$ cat src/hdl/ldbp_pkg.sv
// shared constants and types for the limited diff bit positions block
package ldbp_pkg;

  localparam int KEEP_LIMIT        = 4;
  localparam int DEFAULT_MAX_BYTES = 32;
  localparam int IDX_W             = 5;
  localparam int BIT_W             = 3;
  localparam int POS_W             = IDX_W + BIT_W;
  localparam int CNT_W             = 3;
  localparam int ONES_W            = 4;

  typedef logic [7:0]       byte_t;
  typedef logic [POS_W-1:0] pos_t;
  typedef logic [CNT_W-1:0] cnt_t;
  typedef logic [IDX_W-1:0] idx_t;
  typedef logic [BIT_W-1:0] bit_sel_t;

  // set bits of one xor byte: population and the first few bit numbers
  typedef struct packed {
    logic [ONES_W-1:0]              ones;
    bit_sel_t [KEEP_LIMIT-1:0]      bit_num;
  } extract_t;

endpackage

$ cat src/hdl/ldbp_if.sv
// valid/ready channel interfaces for byte pairs and results
interface ldbp_in_if;
  import ldbp_pkg::*;
  logic  valid;
  logic  ready;
  byte_t byte_a;
  byte_t byte_b;
  logic  last;
  modport source (output valid, output byte_a, output byte_b, output last, input ready);
  modport sink   (input valid, input byte_a, input byte_b, input last, output ready);
endinterface

interface ldbp_out_if;
  import ldbp_pkg::*;
  logic valid;
  logic ready;
  logic status;
  cnt_t diff_count;
  pos_t pos0;
  pos_t pos1;
  pos_t pos2;
  pos_t pos3;
  modport source (output valid, output status, output diff_count, output pos0, output pos1,
                  output pos2, output pos3, input ready);
  modport sink   (input valid, input status, input diff_count, input pos0, input pos1,
                  input pos2, input pos3, output ready);
endinterface

$ cat src/hdl/ldbp_extract.sv
// set bit count and ascending bit numbers of one xor byte
module ldbp_extract (
  input  ldbp_pkg::byte_t    diff,
  output ldbp_pkg::extract_t ext
);
  import ldbp_pkg::*;

  always_comb begin
    logic [ONES_W-1:0] k;
    k = '0;
    ext.bit_num = '0;
    for (int b = 0; b < 8; b++) begin
      if (diff[b]) begin
        if (k < ONES_W'(KEEP_LIMIT)) begin
          ext.bit_num[k[1:0]] = BIT_W'(b);
        end
        k = k + 1'b1;
      end
    end
    ext.ones = k;
  end

endmodule

$ cat src/hdl/limited_diff_bit_positions_core.sv
// top level: per-string collection of up to four differing bit positions
//
// channel   dir  beat contents
// in_bus    in   byte_a, byte_b, last (one byte pair of the two strings)
// out_bus   out  status, diff_count, pos0..pos3 (one beat per string, on last)
//
// one byte pair per cycle, except while a last pair waits for the result slot; each pair passes the input register,
// and a result appears on out_bus at the same edge at which its last pair leaves that register
// rst_n is synchronous, active low, and clears the string state and both valid flags
// a stalled result holds only pairs marked last; other pairs keep flowing past it
// in_bus.ready falls only when a last pair waits in the input register for the result slot
module limited_diff_bit_positions_core #(
  parameter int MAX_BYTES = ldbp_pkg::DEFAULT_MAX_BYTES
) (
  input  logic        clk,
  input  logic        rst_n,
  ldbp_in_if.sink     in_bus,
  ldbp_out_if.source  out_bus
);
  import ldbp_pkg::*;

  // input register
  logic  s1_valid_r;
  byte_t s1_a_r;
  byte_t s1_b_r;
  logic  s1_last_r;

  // string state
  idx_t  byte_idx_r, byte_idx_nxt;
  cnt_t  found_r, found_nxt;
  logic  too_many_r, too_many_nxt;
  logic  full_r, full_nxt;
  pos_t  pos_r   [KEEP_LIMIT];
  pos_t  pos_nxt [KEEP_LIMIT];

  // result register
  logic  out_valid_r;
  logic  out_status_r;
  cnt_t  out_count_r;
  pos_t  out_pos_r [KEEP_LIMIT];

  logic     out_free;
  logic     s1_fire;
  logic     in_fire;
  logic     active;
  logic     over;
  logic [ONES_W-1:0] sum;
  extract_t ext;

  assign out_free = !out_valid_r || out_bus.ready;
  // a last pair needs the result slot, others move on regardless
  assign s1_fire  = s1_valid_r && (!s1_last_r || out_free);
  assign in_bus.ready = !s1_valid_r || s1_fire;
  assign in_fire  = in_bus.valid && in_bus.ready;

  always_ff @(posedge clk) begin
    if (!rst_n) begin
      s1_valid_r <= 1'b0;
    end else if (in_fire) begin
      s1_valid_r <= 1'b1;
    end else if (s1_fire) begin
      s1_valid_r <= 1'b0;
    end
  end

  always_ff @(posedge clk) begin
    if (in_fire) begin
      s1_a_r    <= in_bus.byte_a;
      s1_b_r    <= in_bus.byte_b;
      s1_last_r <= in_bus.last;
    end
  end

  ldbp_extract u_extract (
    .diff (s1_a_r ^ s1_b_r),
    .ext  (ext)
  );

  // one pair: while the string is active, count its differing bits, then either flag overflow or append them
  always_comb begin
    active       = !too_many_r && !full_r;
    sum          = ONES_W'(found_r) + ext.ones;
    over         = active && (sum > ONES_W'(KEEP_LIMIT));
    too_many_nxt = too_many_r || over;
    found_nxt    = (active && !over) ? CNT_W'(sum) : found_r;
    byte_idx_nxt = byte_idx_r;
    full_nxt     = full_r;
    if (active) begin
      if (byte_idx_r == IDX_W'(MAX_BYTES - 1)) begin
        full_nxt = 1'b1;
      end else begin
        byte_idx_nxt = byte_idx_r + 1'b1;
      end
    end
    for (int i = 0; i < KEEP_LIMIT; i++) begin
      pos_nxt[i] = pos_r[i];
      // slot i takes the (i - found)th set bit of this byte
      if (active && !over && (CNT_W'(i) >= found_r) && (ONES_W'(i) < sum)) begin
        pos_nxt[i] = {byte_idx_r, ext.bit_num[2'(i) - found_r[1:0]]};
      end
    end
  end

  always_ff @(posedge clk) begin
    if (!rst_n || (s1_fire && s1_last_r)) begin
      byte_idx_r <= '0;
      found_r    <= '0;
      too_many_r <= 1'b0;
      full_r     <= 1'b0;
      for (int i = 0; i < KEEP_LIMIT; i++) begin
        pos_r[i] <= '0;
      end
    end else if (s1_fire) begin
      byte_idx_r <= byte_idx_nxt;
      found_r    <= found_nxt;
      too_many_r <= too_many_nxt;
      full_r     <= full_nxt;
      pos_r      <= pos_nxt;
    end
  end

  // result beat, built from the state as it stands after the last pair
  always_ff @(posedge clk) begin
    if (!rst_n) begin
      out_valid_r <= 1'b0;
    end else if (s1_fire && s1_last_r) begin
      out_valid_r <= 1'b1;
    end else if (out_bus.ready) begin
      out_valid_r <= 1'b0;
    end
  end

  always_ff @(posedge clk) begin
    if (s1_fire && s1_last_r) begin
      out_status_r <= too_many_nxt;
      out_count_r  <= too_many_nxt ? '0 : found_nxt;
      for (int i = 0; i < KEEP_LIMIT; i++) begin
        out_pos_r[i] <= (!too_many_nxt && (CNT_W'(i) < found_nxt)) ? pos_nxt[i] : '0;
      end
    end
  end

  assign out_bus.valid      = out_valid_r;
  assign out_bus.status     = out_status_r;
  assign out_bus.diff_count = out_count_r;
  assign out_bus.pos0       = out_pos_r[0];
  assign out_bus.pos1       = out_pos_r[1];
  assign out_bus.pos2       = out_pos_r[2];
  assign out_bus.pos3       = out_pos_r[3];

  // never keep more positions than slots
  a_found_bound: assert property (@(posedge clk) disable iff (!rst_n)
    found_r <= CNT_W'(KEEP_LIMIT))
    else $error("kept position count beyond limit");

  // a last pair only leaves the input register when the result slot is free
  a_no_overwrite: assert property (@(posedge clk) disable iff (!rst_n)
    (s1_fire && s1_last_r) |-> out_free)
    else $error("result overwritten while pending");

  // string state is clear after the last pair
  a_clear_after_last: assert property (@(posedge clk) disable iff (!rst_n)
    (s1_fire && s1_last_r) |=> (found_r == '0 && !too_many_r && !full_r && byte_idx_r == '0))
    else $error("string state not cleared after last pair");

  // overflow results carry no count
  a_overflow_count: assert property (@(posedge clk) disable iff (!rst_n)
    (out_valid_r && out_status_r) |-> (out_count_r == '0 && out_pos_r[0] == '0))
    else $error("overflow result carries positions");

endmodule
$ cat src/flat_wrapper.sv
// flat-port wrapper written by rule: the top's interface ports become plain ports
module limited_diff_bit_positions_core_flat import ldbp_pkg::*;
#(
  parameter int MAX_BYTES = ldbp_pkg::DEFAULT_MAX_BYTES
)
  (clk, rst_n, in_bus_valid, in_bus_byte_a, in_bus_byte_b, in_bus_last, in_bus_ready, out_bus_valid, out_bus_status, out_bus_diff_count, out_bus_pos0, out_bus_pos1, out_bus_pos2, out_bus_pos3, out_bus_ready);
  ldbp_in_if in_bus_i ();
  ldbp_out_if out_bus_i ();
  input  logic clk;
  input  logic rst_n;
  input wire logic [$bits(in_bus_i.valid)-1:0] in_bus_valid;
  input wire logic [$bits(in_bus_i.byte_a)-1:0] in_bus_byte_a;
  input wire logic [$bits(in_bus_i.byte_b)-1:0] in_bus_byte_b;
  input wire logic [$bits(in_bus_i.last)-1:0] in_bus_last;
  output wire logic [$bits(in_bus_i.ready)-1:0] in_bus_ready;
  output wire logic [$bits(out_bus_i.valid)-1:0] out_bus_valid;
  output wire logic [$bits(out_bus_i.status)-1:0] out_bus_status;
  output wire logic [$bits(out_bus_i.diff_count)-1:0] out_bus_diff_count;
  output wire logic [$bits(out_bus_i.pos0)-1:0] out_bus_pos0;
  output wire logic [$bits(out_bus_i.pos1)-1:0] out_bus_pos1;
  output wire logic [$bits(out_bus_i.pos2)-1:0] out_bus_pos2;
  output wire logic [$bits(out_bus_i.pos3)-1:0] out_bus_pos3;
  input wire logic [$bits(out_bus_i.ready)-1:0] out_bus_ready;
  assign in_bus_i.valid = in_bus_valid;
  assign in_bus_i.byte_a = in_bus_byte_a;
  assign in_bus_i.byte_b = in_bus_byte_b;
  assign in_bus_i.last = in_bus_last;
  assign in_bus_ready = in_bus_i.ready;
  assign out_bus_valid = out_bus_i.valid;
  assign out_bus_status = out_bus_i.status;
  assign out_bus_diff_count = out_bus_i.diff_count;
  assign out_bus_pos0 = out_bus_i.pos0;
  assign out_bus_pos1 = out_bus_i.pos1;
  assign out_bus_pos2 = out_bus_i.pos2;
  assign out_bus_pos3 = out_bus_i.pos3;
  assign out_bus_i.ready = out_bus_ready;
  limited_diff_bit_positions_core #(.MAX_BYTES(MAX_BYTES)) u_core (.clk(clk), .rst_n(rst_n), .in_bus(in_bus_i), .out_bus(out_bus_i));
endmodule
$ cat config.mk
export PLATFORM = sky130hd
export DESIGN_NAME = limited_diff_bit_positions_core_flat
export DESIGN_NICKNAME = d
export VERILOG_FILES = /design/src/hdl/ldbp_pkg.sv /design/src/hdl/ldbp_if.sv /design/src/hdl/ldbp_extract.sv /design/src/hdl/limited_diff_bit_positions_core.sv /design/src/flat_wrapper.sv
export SDC_FILE = /design/constraint.sdc
export NUM_CORES = 1
export LEC_CHECK = 0
export ABC_CLOCK_PERIOD_IN_PS = 6300
export BUFFER_PORTS_ARGS = -buffer_cell sky130_fd_sc_hd__buf_4
export CAP_MARGIN = 40
export CORE_MARGIN = 2
export CORE_UTILIZATION = 24
export DETAILED_ROUTE_END_ITERATION = 8
export GPL_TIMING_DRIVEN = 0
export PLACE_DENSITY = 0.42
export SETUP_SLACK_MARGIN = 0.1
export SYNTH_ARGS = -nofsm -noshare
export SYNTH_HDL_FRONTEND = slang
export SYNTH_SLANG_ARGS = --single-unit
$ cat constraint.sdc
create_clock -name clk -period 6.3 [get_ports clk]
set_input_delay 0 -clock clk [delete_from_list [all_inputs] [get_ports clk]]
set_output_delay 0 -clock clk [all_outputs]
set_load 0.03 [all_outputs]
==> metrics.log, run 1 <==
INFO  metric setup_viol_count_final = 0
INFO  metric max_slew_margin = 47.6%
INFO  metric tritoncts = done
INFO  metric area_growth_from_synthesis_to_layout = 32.8%
INFO  metric setup_tns = 0 ns
INFO  metric die_width = 157 um
INFO  metric grt_start_max_net_pins = 24
INFO  metric cp_common_cell = sky130_fd_sc_hd__ha_4
INFO  metric overflow_left_after_global_routing = 0
INFO  metric period_minus_slack = 5.91 ns
INFO  metric hold_path.startpoint = out_bus_ready
INFO  metric worstPathRequired = 6.40 ns
INFO  metric post-route-period-util = 93.8%
INFO  metric ys_types = 66
INFO  metric mostFrequentLayoutCells = sky130_fd_sc_hd__nor2_1, sky130_fd_sc_hd__buf_4, sky130_fd_sc_hd__mux2i_1
INFO  metric synth.cell_area = 5620 um2
INFO  metric max-clock-path-buffers = 2
INFO  metric crit_path_max_incr_delay = 0.67 ns
INFO  metric clock_sink_count = 97
INFO  metric ys_seq_elements = 97
INFO  metric count_of_cells_along_the_worst_register_to_register_path = 28
INFO  metric crit_arrival = 6.01 ns
INFO  metric grt_first_pass_wirelength = 22.4 mm
INFO  metric worst_hold_class = in -> reg
INFO  metric fin_hold_ws = 0.0183 ns
INFO  metric worst_skew_pair.late_latency = 0.35 ns
INFO  metric detail_route.wirelength = 13.8 mm
INFO  metric root_buffer = sky130_fd_sc_hd__clkbuf_16
INFO  metric detailedPlace.worstSlack = -0.773 ns
INFO  metric number_of_antenna_violations_at_the_first_check_in_global_routing = 0
INFO  metric reg2reg_slack = 0.39 ns
INFO  metric number_of_iterations_in_the_first_detailed_routing_pass = 4
INFO  metric worst_setup_path_end_kind = flop
INFO  metric fmax = 0.169 GHz
INFO  metric cts_made_buffers = 9
INFO  metric antennaDiodeCount = 0
INFO  metric timing.critical_path.from_type = flop
INFO  metric drcViolationCount = 0
INFO  metric core_area = 22800 um2
INFO  metric max_cap_violations = 0
INFO  metric timing.critical_path.slowest_stage_cell = sky130_fd_sc_hd__fa_2
INFO  metric vias = 4276
INFO  metric detailedPlacementHpwl = 10.3 mm
INFO  metric critical_path_peak_fanout = 10
INFO  metric timing.setup.critical_path_class = reg -> reg
INFO  metric timing.final.max_slew_violations = 0
INFO  metric worst_pin_slew = 0.780 ns
INFO  metric synth_nets = 588
INFO  metric place_congestion = 0.822
INFO  metric boundaryPins = 59
INFO  metric grt_setup_unrepaired = false
INFO  metric wire_per_inst = 14.2 um
INFO  metric worstReg2RegEnd = u_core.out_pos_r[1][2]
INFO  metric htree_num_levels = 3
INFO  metric clk_transition_reported_paths = 0.07 ns
INFO  metric status = completed
INFO  metric place.port_buffers = 58
INFO  metric post_route_cells_drive_above_1_share = 25.4%
INFO  metric fp.dieArea = 24700 um2
INFO  metric synth_flop_cell = sky130_fd_sc_hd__edfxtp_1
INFO  metric synth.yosys.warnings = 0
INFO  metric synth_seq_area_share = 44.0%
INFO  metric first_global_vias = 4391
INFO  metric vias_per_cell = 4.42
INFO  metric grt_util_all_layers = 11.8%
INFO  metric fin_worst_skew = 0.00867 ns
INFO  metric syn_area_per_cell = 10.6 um2
INFO  metric fp.dieH = 157 um
INFO  metric synth-edff-count = 53
INFO  metric finalWorstSetupSlack = 0.390 ns
INFO  metric rows = 55
INFO  metric total_nets_final = 705
INFO  metric worstReg2RegStart = u_core.s1_a_r[2]
INFO  metric holdPathStages = 3
INFO  metric ant_nets = 0
INFO  metric detailedRoute.firstIterationViolations = 170
INFO  metric timing_hold_violations_final = 0
INFO  metric worst_hold_path.endpoint = u_core.out_bus.valid
INFO  metric most_frequent_standard_cell_in_the_layout_excluding_fill_and_tap_cells = sky130_fd_sc_hd__nor2_1
INFO  metric asyncSetResetFlopFracSynth = 0%
INFO  metric initial_core_util = 24.6%
INFO  metric synthCells = 532
-- cell usage after synthesis, types with 2 or more instances --
| master | instances | area [um2] |
|---|---|---|
| sky130_fd_sc_hd__and2_1 | 3 | 18.8 |
| sky130_fd_sc_hd__o2111ai_1 | 2 | 17.5 |
| sky130_fd_sc_hd__nor3_4 | 4 | 65.1 |
| sky130_fd_sc_hd__fa_1 | 2 | 40.0 |
| sky130_fd_sc_hd__a31oi_1 | 3 | 18.8 |
| sky130_fd_sc_hd__nor3_1 | 5 | 25.0 |
| sky130_fd_sc_hd__buf_6 | 2 | 22.5 |
| sky130_fd_sc_hd__nand2b_1 | 4 | 25.0 |
| sky130_fd_sc_hd__o21ai_0 | 20 | 100 |
| sky130_fd_sc_hd__nor2b_1 | 5 | 31.3 |
| sky130_fd_sc_hd__a21o_1 | 4 | 30.0 |
| sky130_fd_sc_hd__clkbuf_1 | 16 | 60.1 |
| sky130_fd_sc_hd__o2bb2ai_1 | 2 | 17.5 |
| sky130_fd_sc_hd__nand2_1 | 26 | 97.6 |
| sky130_fd_sc_hd__xor2_1 | 11 | 96.3 |
| sky130_fd_sc_hd__inv_2 | 4 | 15.0 |
| sky130_fd_sc_hd__nand3_1 | 7 | 35.0 |
| sky130_fd_sc_hd__xor2_2 | 3 | 48.8 |
| sky130_fd_sc_hd__mux4_2 | 3 | 67.6 |
| sky130_fd_sc_hd__o21a_1 | 4 | 30.0 |
| sky130_fd_sc_hd__a211oi_1 | 4 | 30.0 |
| sky130_fd_sc_hd__mux2_2 | 2 | 22.5 |
| sky130_fd_sc_hd__inv_1 | 19 | 71.3 |
| sky130_fd_sc_hd__or2_2 | 2 | 12.5 |
| sky130_fd_sc_hd__nor2_1 | 89 | 334 |
| sky130_fd_sc_hd__nor4_1 | 3 | 18.8 |
| sky130_fd_sc_hd__and3_1 | 5 | 31.3 |
| sky130_fd_sc_hd__o22ai_1 | 4 | 25.0 |
| sky130_fd_sc_hd__nand4_1 | 2 | 12.5 |
| sky130_fd_sc_hd__a32oi_1 | 2 | 17.5 |
| sky130_fd_sc_hd__a22oi_1 | 2 | 15.0 |
| sky130_fd_sc_hd__o211ai_1 | 9 | 67.6 |
| sky130_fd_sc_hd__o21bai_1 | 3 | 22.5 |
| sky130_fd_sc_hd__a32o_1 | 2 | 20.0 |
| sky130_fd_sc_hd__mux2i_1 | 70 | 701 |
| sky130_fd_sc_hd__xnor2_1 | 9 | 78.8 |
| sky130_fd_sc_hd__a21oi_1 | 17 | 85.1 |
| sky130_fd_sc_hd__edfxtp_1 | 53 | 1590 |
| sky130_fd_sc_hd__buf_2 | 2 | 10.0 |
| sky130_fd_sc_hd__dfxtp_1 | 44 | 881 |
| sky130_fd_sc_hd__ha_1 | 33 | 413 |
| sky130_fd_sc_hd__nand3b_1 | 2 | 15.0 |
-- routing by layer --
metal	track usage [%]	share of wire [%]	vias to the layer above
li1	-	-	2144
met1	15.2	47	2041
met2	19.9	48	77
met3	2.20	3.1	14
met4	4.11	1.4	0
met5	0	0	-
-- worst max-delay path, delay by kind of cell, from the launching register on --
family / cells / cell delay (ns)
adder cells (fa/ha/maj): 7 / 2.36
AO/OA/AOI/OAI: 5 / 0.85
AND/OR/NAND/NOR: 7 / 0.79
buffers and inverters: 6 / 0.66
flip-flops: 1 / 0.42
multiplexers: 2 / 0.35
XOR/XNOR: 1 / 0.23
-- kinds of logic (layout without fill, tap and decap cells) --
logic type | Yosys count | after routing | synth area share, %
buf+inv | 45 | 167 | 3.38
simple gates | 163 | 163 | 14.0
compound gates | 90 | 90 | 11.0
mux | 75 | 75 | 14.1
flops | 97 | 97 | 44.0
xor+xnor | 27 | 27 | 5.57
fa+ha+maj | 35 | 35 | 8.06
-- metrics by stage --
step	util [%]	std cells	instance area, um2
2_1_floorplan	-	532	5690
3_3_place_gp	28.5	903	6520
3_5_place_dp	28.8	906	6570
4_1_cts	31.9	958	7290
5_1_grt	32.7	967	7460
6_report	32.7	967	7460
-- layout make-up --
type	instances	area, um2
Clock inverter	6	57.6
Inverter	23	86.3
Timing Repair Buffer	106	937
Multi-Input combinational cell	390	3170
Clock buffer	10	239
Sequential cell	97	2470
Fill cell	2368	15400
Buffer	22	114
Tap cell	313	392
-- worst max-delay path by stage --
stage / endpoint / slack [ns] / startpoint
floorplan: u_core.out_pos_r[2][3] / 0.12 / u_core.s1_a_r[2]
global placement: u_core.out_pos_r[0][7] / -0.68 / u_core.s1_a_r[2]
global route: u_core.out_pos_r[0][2] / 0.08 / u_core.s1_a_r[2]
CTS: u_core.out_pos_r[2][1] / 0.09 / u_core.s1_a_r[0]
detailed placement: u_core.out_pos_r[2][0] / -0.77 / u_core.s1_a_r[2]
finish: u_core.out_pos_r[1][2] / 0.39 / u_core.s1_a_r[2]
-- registers in the layout, indices dropped and copies added (netlist names), 3 cells and up --
signal,cells
u_core.s1_b_r,8
u_core.found_r,3
u_core.pos_r,32
u_core.out_bus.diff_count,3
u_core.s1_a_r,8
u_core.out_pos_r,32
u_core.byte_idx_r,5
-- timing repair --
action | in CTS | in global routing
hold endpoints to repair | 19 | 0
endpoints found under the setup margin | 69 | 64
setup buffers | 17 | 9
hold buffers | 19 | 0
pin swaps | 15 | 12
resized for setup | 16 | 15
Power of run 1 is not shown: default switching activity piles up to over one toggle a cycle in this logic, so the estimate is an artifact.
==> run 2, diff against run 1 <==
==> constraint.sdc (replaced) <==
create_clock -name clk -period 6.3 [get_ports clk]
set_input_delay 1.26 -clock clk [delete_from_list [all_inputs] [get_ports clk]]
set_output_delay 1.26 -clock clk [all_outputs]
set_load 0.03 [all_outputs]
==> metrics.log, run 2 (synthesis gave the netlist of run 1 again) <==
INFO  metric status = completed
INFO  metric layout_top_registers = u_core.out_pos_r: 32 flops, u_core.pos_r: 32 flops
INFO  metric timing_hold_violations_final = 0
INFO  metric mostFrequentLayoutCells = sky130_fd_sc_hd__nor2_1, sky130_fd_sc_hd__buf_4, sky130_fd_sc_hd__mux2i_1
INFO  metric timing.critical_path.slowest_stage_cell = sky130_fd_sc_hd__fa_2
INFO  metric grt_start_max_net_pins = 24
INFO  metric worstReg2RegStart = u_core.s1_a_r[2]
INFO  metric detail_route.wirelength = 13.6 mm
INFO  metric drcViolationCount = 0
INFO  metric dp.cells = 906
INFO  metric post_route_cells_drive_above_1_share = 26.1%
INFO  metric worst_skew_pair.late_latency = 0.35 ns
INFO  metric detail_route_met2_wl = 6.51 mm
INFO  metric wire_per_inst = 14.4 um
INFO  metric postPlaceCellArea = 6570 um2
INFO  metric fp.dieH = 157 um
INFO  metric grt_first_pass_wirelength = 22.2 mm
INFO  metric max_cap_violations = 0
INFO  metric crit_path_max_incr_delay = 0.67 ns
INFO  metric worstPathRequired = 6.40 ns
INFO  metric crit_family = adder cells
INFO  metric period_minus_slack = 5.90 ns
INFO  metric timing.final.max_slew_violations = 0
INFO  metric antennaDiodeCount = 0
INFO  metric root_buffer = sky130_fd_sc_hd__clkbuf_16
INFO  metric htree_num_levels = 3
INFO  metric critPathBufInv = 6
INFO  metric place_congestion = 0.822
INFO  metric max_slew_margin = 47.6%
INFO  metric post_layout_nonfiller_instances = 948
INFO  metric clock_sink_count = 97
INFO  metric met3_wirelength = 602 um
INFO  metric timing.critical_path.from_type = flop
INFO  metric overflow_left_after_global_routing = 0
INFO  metric boundaryPins = 59
INFO  metric most_frequent_standard_cell_in_the_layout_excluding_fill_and_tap_cells = sky130_fd_sc_hd__nor2_1
INFO  metric multiInputGateArea = 3170 um2
INFO  metric worst_setup_path_end_kind = flop
INFO  metric timing.setup.critical_path_class = reg -> reg
INFO  metric tritoncts = done
INFO  metric worst_pin_slew = 0.780 ns
INFO  metric critical_path_peak_fanout = 10
INFO  metric storage_cell_area = 2470 um2
INFO  metric wl_met1 = 6.33 mm
INFO  metric detailedRoute.firstIterationViolations = 131
INFO  metric crit_arrival = 6.00 ns
INFO  metric vias = 4198
INFO  metric final_instance_area = 7270 um2
INFO  metric hold_path.startpoint = u_core.pos_r[30]
INFO  metric fp.dieArea = 24700 um2
INFO  metric grt_util_all_layers = 11.7%
INFO  metric post-route-period-util = 93.7%
INFO  metric rows = 55
INFO  metric first_global_vias = 4302
INFO  metric grt_setup_unrepaired = false
INFO  metric critPathLaunch = u_core.s1_a_r[2]
INFO  metric number_of_antenna_violations_at_the_first_check_in_global_routing = 0
INFO  metric highest-signal-layer = met4
INFO  metric die_width = 157 um
INFO  metric cp_common_cell = sky130_fd_sc_hd__ha_4
INFO  metric ant_nets = 0
INFO  metric area_growth_from_synthesis_to_layout = 29.4%
INFO  metric place.port_buffers = 58
INFO  metric setup_viol_count_final = 0
INFO  metric initial_core_util = 24.6%
INFO  metric number_of_iterations_in_the_first_detailed_routing_pass = 4
INFO  metric vias_per_cell = 4.43
INFO  metric max-clock-path-buffers = 2
INFO  metric nFillCells = 2386
INFO  metric core_area = 22800 um2
INFO  metric fmax = 0.169 GHz
INFO  metric fin_worst_skew = 0.00867 ns
INFO  metric worst_hold_class = reg -> reg
INFO  metric clk_transition_reported_paths = 0.07 ns
INFO  metric cts_made_buffers = 9
INFO  metric total_nets_final = 686
INFO  metric detailedPlacementHpwl = 10.3 mm
==> run 2: changes by cell type in the layout (fill, tap and decap cells not counted), sizes merged <==
cell,delta
dlygate4sd3,-19
==> run 2: final timing paths <==
| kind | to | cells after the start | slack [ns] |
|---|---|---|---|
| worst min-delay path | u_core.pos_r[30] | 2 | 0.49 |
| worst max register to register | u_core.out_pos_r[1][1] | 28 | 0.40 |
| worst max-delay path | u_core.out_pos_r[1][1] | 28 | 0.40 |
| worst min register to register | u_core.pos_r[30] | 2 | 0.49 |
==> run 2: worst register-to-register path, delay by kind of cell, from the launching register on <==
family	cells	cell delay [ns]
adders and majority gates	7	2.36
AOI/OAI and AO/OA	5	0.86
and+or+nand+nor	7	0.79
buffers and inverters	6	0.66
DFF	1	0.42
muxes	2	0.34
xor gates and xnor gates	1	0.23
==> run 2: final cells by class <==
class,count,area share (%)
Buffer,22,1.57
Clock buffer,10,3.29
Clock inverter,6,0.791
Inverter,23,1.19
Multi-Input combinational cell,390,43.5
Sequential cell,97,34.0
Tap cell,313,5.38
Timing Repair Buffer,87,10.3
==> run 2: repair_timing <==
action | 4_1_cts | 5_1_grt
endpoints found under the hold margin | 0 | 0
endpoints found under the setup margin | 69 | 64
setup buffers | 17 | 9
hold buffers | 0 | 0
gates resized for setup | 16 | 15
cloned | 0 | 0
pin swaps | 15 | 12
==> run 2: stage by stage <==
stage | hold slack, ns | TNS [ns] | utilization (%) | worst slack (ns)
after floorplan | 0.453 | 0 | - | 0.118
after global placement | 0.469 | -32.20 | 28.5 | -0.682
after detailed placement | 0.478 | -38.06 | 28.8 | -0.773
after CTS | 0.496 | 0 | 31.1 | 0.0924
after global routing | 0.519 | 0 | 31.8 | 0.0782
final | 0.495 | 0 | 31.8 | 0.398
==> run 2: routing by layer <==
| metal | GRT usage (%) | vias up |
|---|---|---|
| met1 | 15.2 | 2014 |
| met4 | 4.07 | 0 |
| met3 | 2.23 | 14 |
| met5 | 0 | - |
| met2 | 19.5 | 66 |
| li1 | - | 2104 |
Power of run 2 is left out for the same reason.
==> run 3, diff against run 2 <==
- CELL_PAD_IN_SITES_DETAIL_PLACEMENT: unset -> 1
- CELL_PAD_IN_SITES_GLOBAL_PLACEMENT: unset -> 1
- PLACE_DENSITY: 0.42 -> 0.49
==> metrics.log, run 3 (synthesis gave the netlist of run 1 again) <==
INFO  metric cts_hold_buf = 0
INFO  metric reg2reg_slack = 0.38 ns
INFO  metric most_frequent_standard_cell_in_the_layout_excluding_fill_and_tap_cells = sky130_fd_sc_hd__nor2_1
INFO  metric place.port_buffers = 58
INFO  metric clock_sink_count = 97
INFO  metric clk_transition_reported_paths = 0.07 ns
INFO  metric core_area = 22800 um2
INFO  metric layout_top_registers = u_core.out_pos_r: 32 flops, u_core.pos_r: 32 flops
INFO  metric crit_path_end = u_core.out_pos_r[1][2]
INFO  metric grt_setup_unrepaired = false
INFO  metric post-route-period-util = 93.9%
INFO  metric number_of_iterations_in_the_first_detailed_routing_pass = 4
INFO  metric dp.cells = 906
INFO  metric crit_arrival = 6.00 ns
INFO  metric wire_per_inst = 15.5 um
INFO  metric post_layout_nonfiller_instances = 949
INFO  metric grt_start_max_net_pins = 25
INFO  metric vias_per_cell = 4.52
INFO  metric status = completed
INFO  metric post_route_cells_drive_above_1_share = 26.4%
INFO  metric number_of_antenna_violations_at_the_first_check_in_global_routing = 0
INFO  metric timing.setup.critical_path_class = reg -> reg
INFO  metric worstPathRequired = 6.39 ns
INFO  metric critical_path_peak_fanout = 8
INFO  metric worstReg2RegStart = u_core.s1_b_r[1]
INFO  metric grt_first_pass_wirelength = 23.7 mm
INFO  metric tritoncts = done
INFO  metric worst_pin_slew = 0.771 ns
INFO  metric vias = 4285
INFO  metric timing.critical_path.from_type = flop
INFO  metric drcViolationCount = 0
INFO  metric timing_hold_violations_final = 0
INFO  metric worst_hold_class = reg -> reg
INFO  metric core_occupancy_in_the_finished_layout = 31.8%
INFO  metric fp.dieArea = 24700 um2
INFO  metric grt_util_all_layers = 12.4%
INFO  metric total_nets_final = 687
INFO  metric root_buffer = sky130_fd_sc_hd__clkbuf_16
INFO  metric cts_made_buffers = 9
INFO  metric count_of_cells_along_the_worst_register_to_register_path = 27
INFO  metric detailedPlace.worstSlack = -0.974 ns
INFO  metric initial_core_util = 24.6%
INFO  metric period_minus_slack = 5.92 ns
INFO  metric mostFrequentLayoutCells = sky130_fd_sc_hd__nor2_1, sky130_fd_sc_hd__buf_4, sky130_fd_sc_hd__mux2i_1
INFO  metric fmax = 0.169 GHz
INFO  metric place_congestion = 0.776
INFO  metric detail_route.wirelength = 14.8 mm
INFO  metric worst_skew_pair.late_latency = 0.35 ns
INFO  metric worst_setup_path_end_kind = flop
INFO  metric finalWorstSetupSlack = 0.384 ns
INFO  metric max_cap_violations = 0
INFO  metric fp.dieH = 157 um
INFO  metric max_slew_margin = 48.1%
INFO  metric area_growth_from_synthesis_to_layout = 29.3%
INFO  metric timing.final.max_slew_violations = 0
INFO  metric boundaryPins = 59
INFO  metric antennaDiodeCount = 0
INFO  metric max-clock-path-buffers = 2
INFO  metric fin_worst_skew = 0.0126 ns
INFO  metric htree_num_levels = 3
INFO  metric final_instance_area = 7270 um2
INFO  metric detailedPlacementHpwl = 11.4 mm
INFO  metric worstReg2RegEnd = u_core.out_pos_r[1][2]
INFO  metric first_global_vias = 4521
INFO  metric ant_nets = 0
INFO  metric detailedRoute.firstIterationViolations = 134
INFO  metric overflow_left_after_global_routing = 0
INFO  metric setup_viol_count_final = 0
INFO  metric critPathLaunch = u_core.s1_b_r[1]
INFO  metric postPlaceCellArea = 6570 um2
INFO  metric rows = 55
INFO  metric die_width = 157 um
## run 3: worst min-delay path by stage
| stage | from | to | depth (start not counted) |
|---|---|---|---|
| finish | u_core.pos_r[9] | u_core.pos_r[9] | 2 |
| global route | u_core.pos_r[7] | u_core.pos_r[7] | 2 |
| CTS | u_core.pos_r[9] | u_core.pos_r[9] | 2 |
| detailed placement | u_core.pos_r[0] | u_core.pos_r[0] | 2 |
| global placement | u_core.pos_r[24] | u_core.pos_r[24] | 2 |
| floorplan | u_core.pos_r[24] | u_core.pos_r[24] | 2 |
## run 3: critical path, stage by stage, from the launching register on
cell and delay [ns]:
sky130_fd_sc_hd__edfxtp_1 0.41, sky130_fd_sc_hd__xor2_2 0.31, sky130_fd_sc_hd__fa_2 0.55, sky130_fd_sc_hd__ha_4 0.31, sky130_fd_sc_hd__nand2_4 0.06, sky130_fd_sc_hd__o21ai_4 0.09
sky130_fd_sc_hd__ha_4 0.24, sky130_fd_sc_hd__o21ai_4 0.14, sky130_fd_sc_hd__inv_2 0.07, sky130_fd_sc_hd__ha_4 0.22, sky130_fd_sc_hd__a22oi_2 0.22, sky130_fd_sc_hd__inv_2 0.06
sky130_fd_sc_hd__ha_1 0.26, sky130_fd_sc_hd__nand2_1 0.07, sky130_fd_sc_hd__o21a_1 0.17, sky130_fd_sc_hd__inv_2 0.07, sky130_fd_sc_hd__ha_4 0.21, sky130_fd_sc_hd__mux2i_2 0.22
sky130_fd_sc_hd__ha_1 0.28, sky130_fd_sc_hd__a21o_1 0.19, sky130_fd_sc_hd__a21oi_2 0.16, sky130_fd_sc_hd__xnor3_2 0.32, sky130_fd_sc_hd__and2_4 0.16, sky130_fd_sc_hd__buf_6 0.13
sky130_fd_sc_hd__a211o_1 0.30, sky130_fd_sc_hd__buf_6 0.15, sky130_fd_sc_hd__mux2i_1 0.19, sky130_fd_sc_hd__nor2_1 0.08
## run 3: area by class of cell
type	instances	area, um2
Fill cell	2616	15600
Timing Repair Buffer	88	763
Buffer	22	118
Sequential cell	97	2470
Multi-Input combinational cell	390	3160
Clock buffer	10	229
Inverter	23	88.8
Tap cell	313	392
Clock inverter	6	50.0
## run 3: timing repair
item,4_1_cts,5_1_grt
pin swaps,17,17
setup buffers,20,7
gates resized for setup,18,15
endpoints found under the setup margin,72,64
## run 3: layer usage
layer	wire length [um]	vias to the layer above	global-route usage, %	part of all wire (%)
li1	-	2100	-	-
met1	7230	2114	16.5	49
met2	6970	61	20.8	47
met3	366	10	1.93	2.5
met4	184	0	3.64	1.2
met5	0	-	0	0
## run 3: per-stage QoR
step	setup TNS [ns]	hold WS (ns)
CTS	0	0.503
global placement	-40.02	0.466
floorplan	0	0.453
detailed placement	-50.70	0.483
global route	0	0.520
finish	0	0.494
Power of run 3 is left out for the same reason.
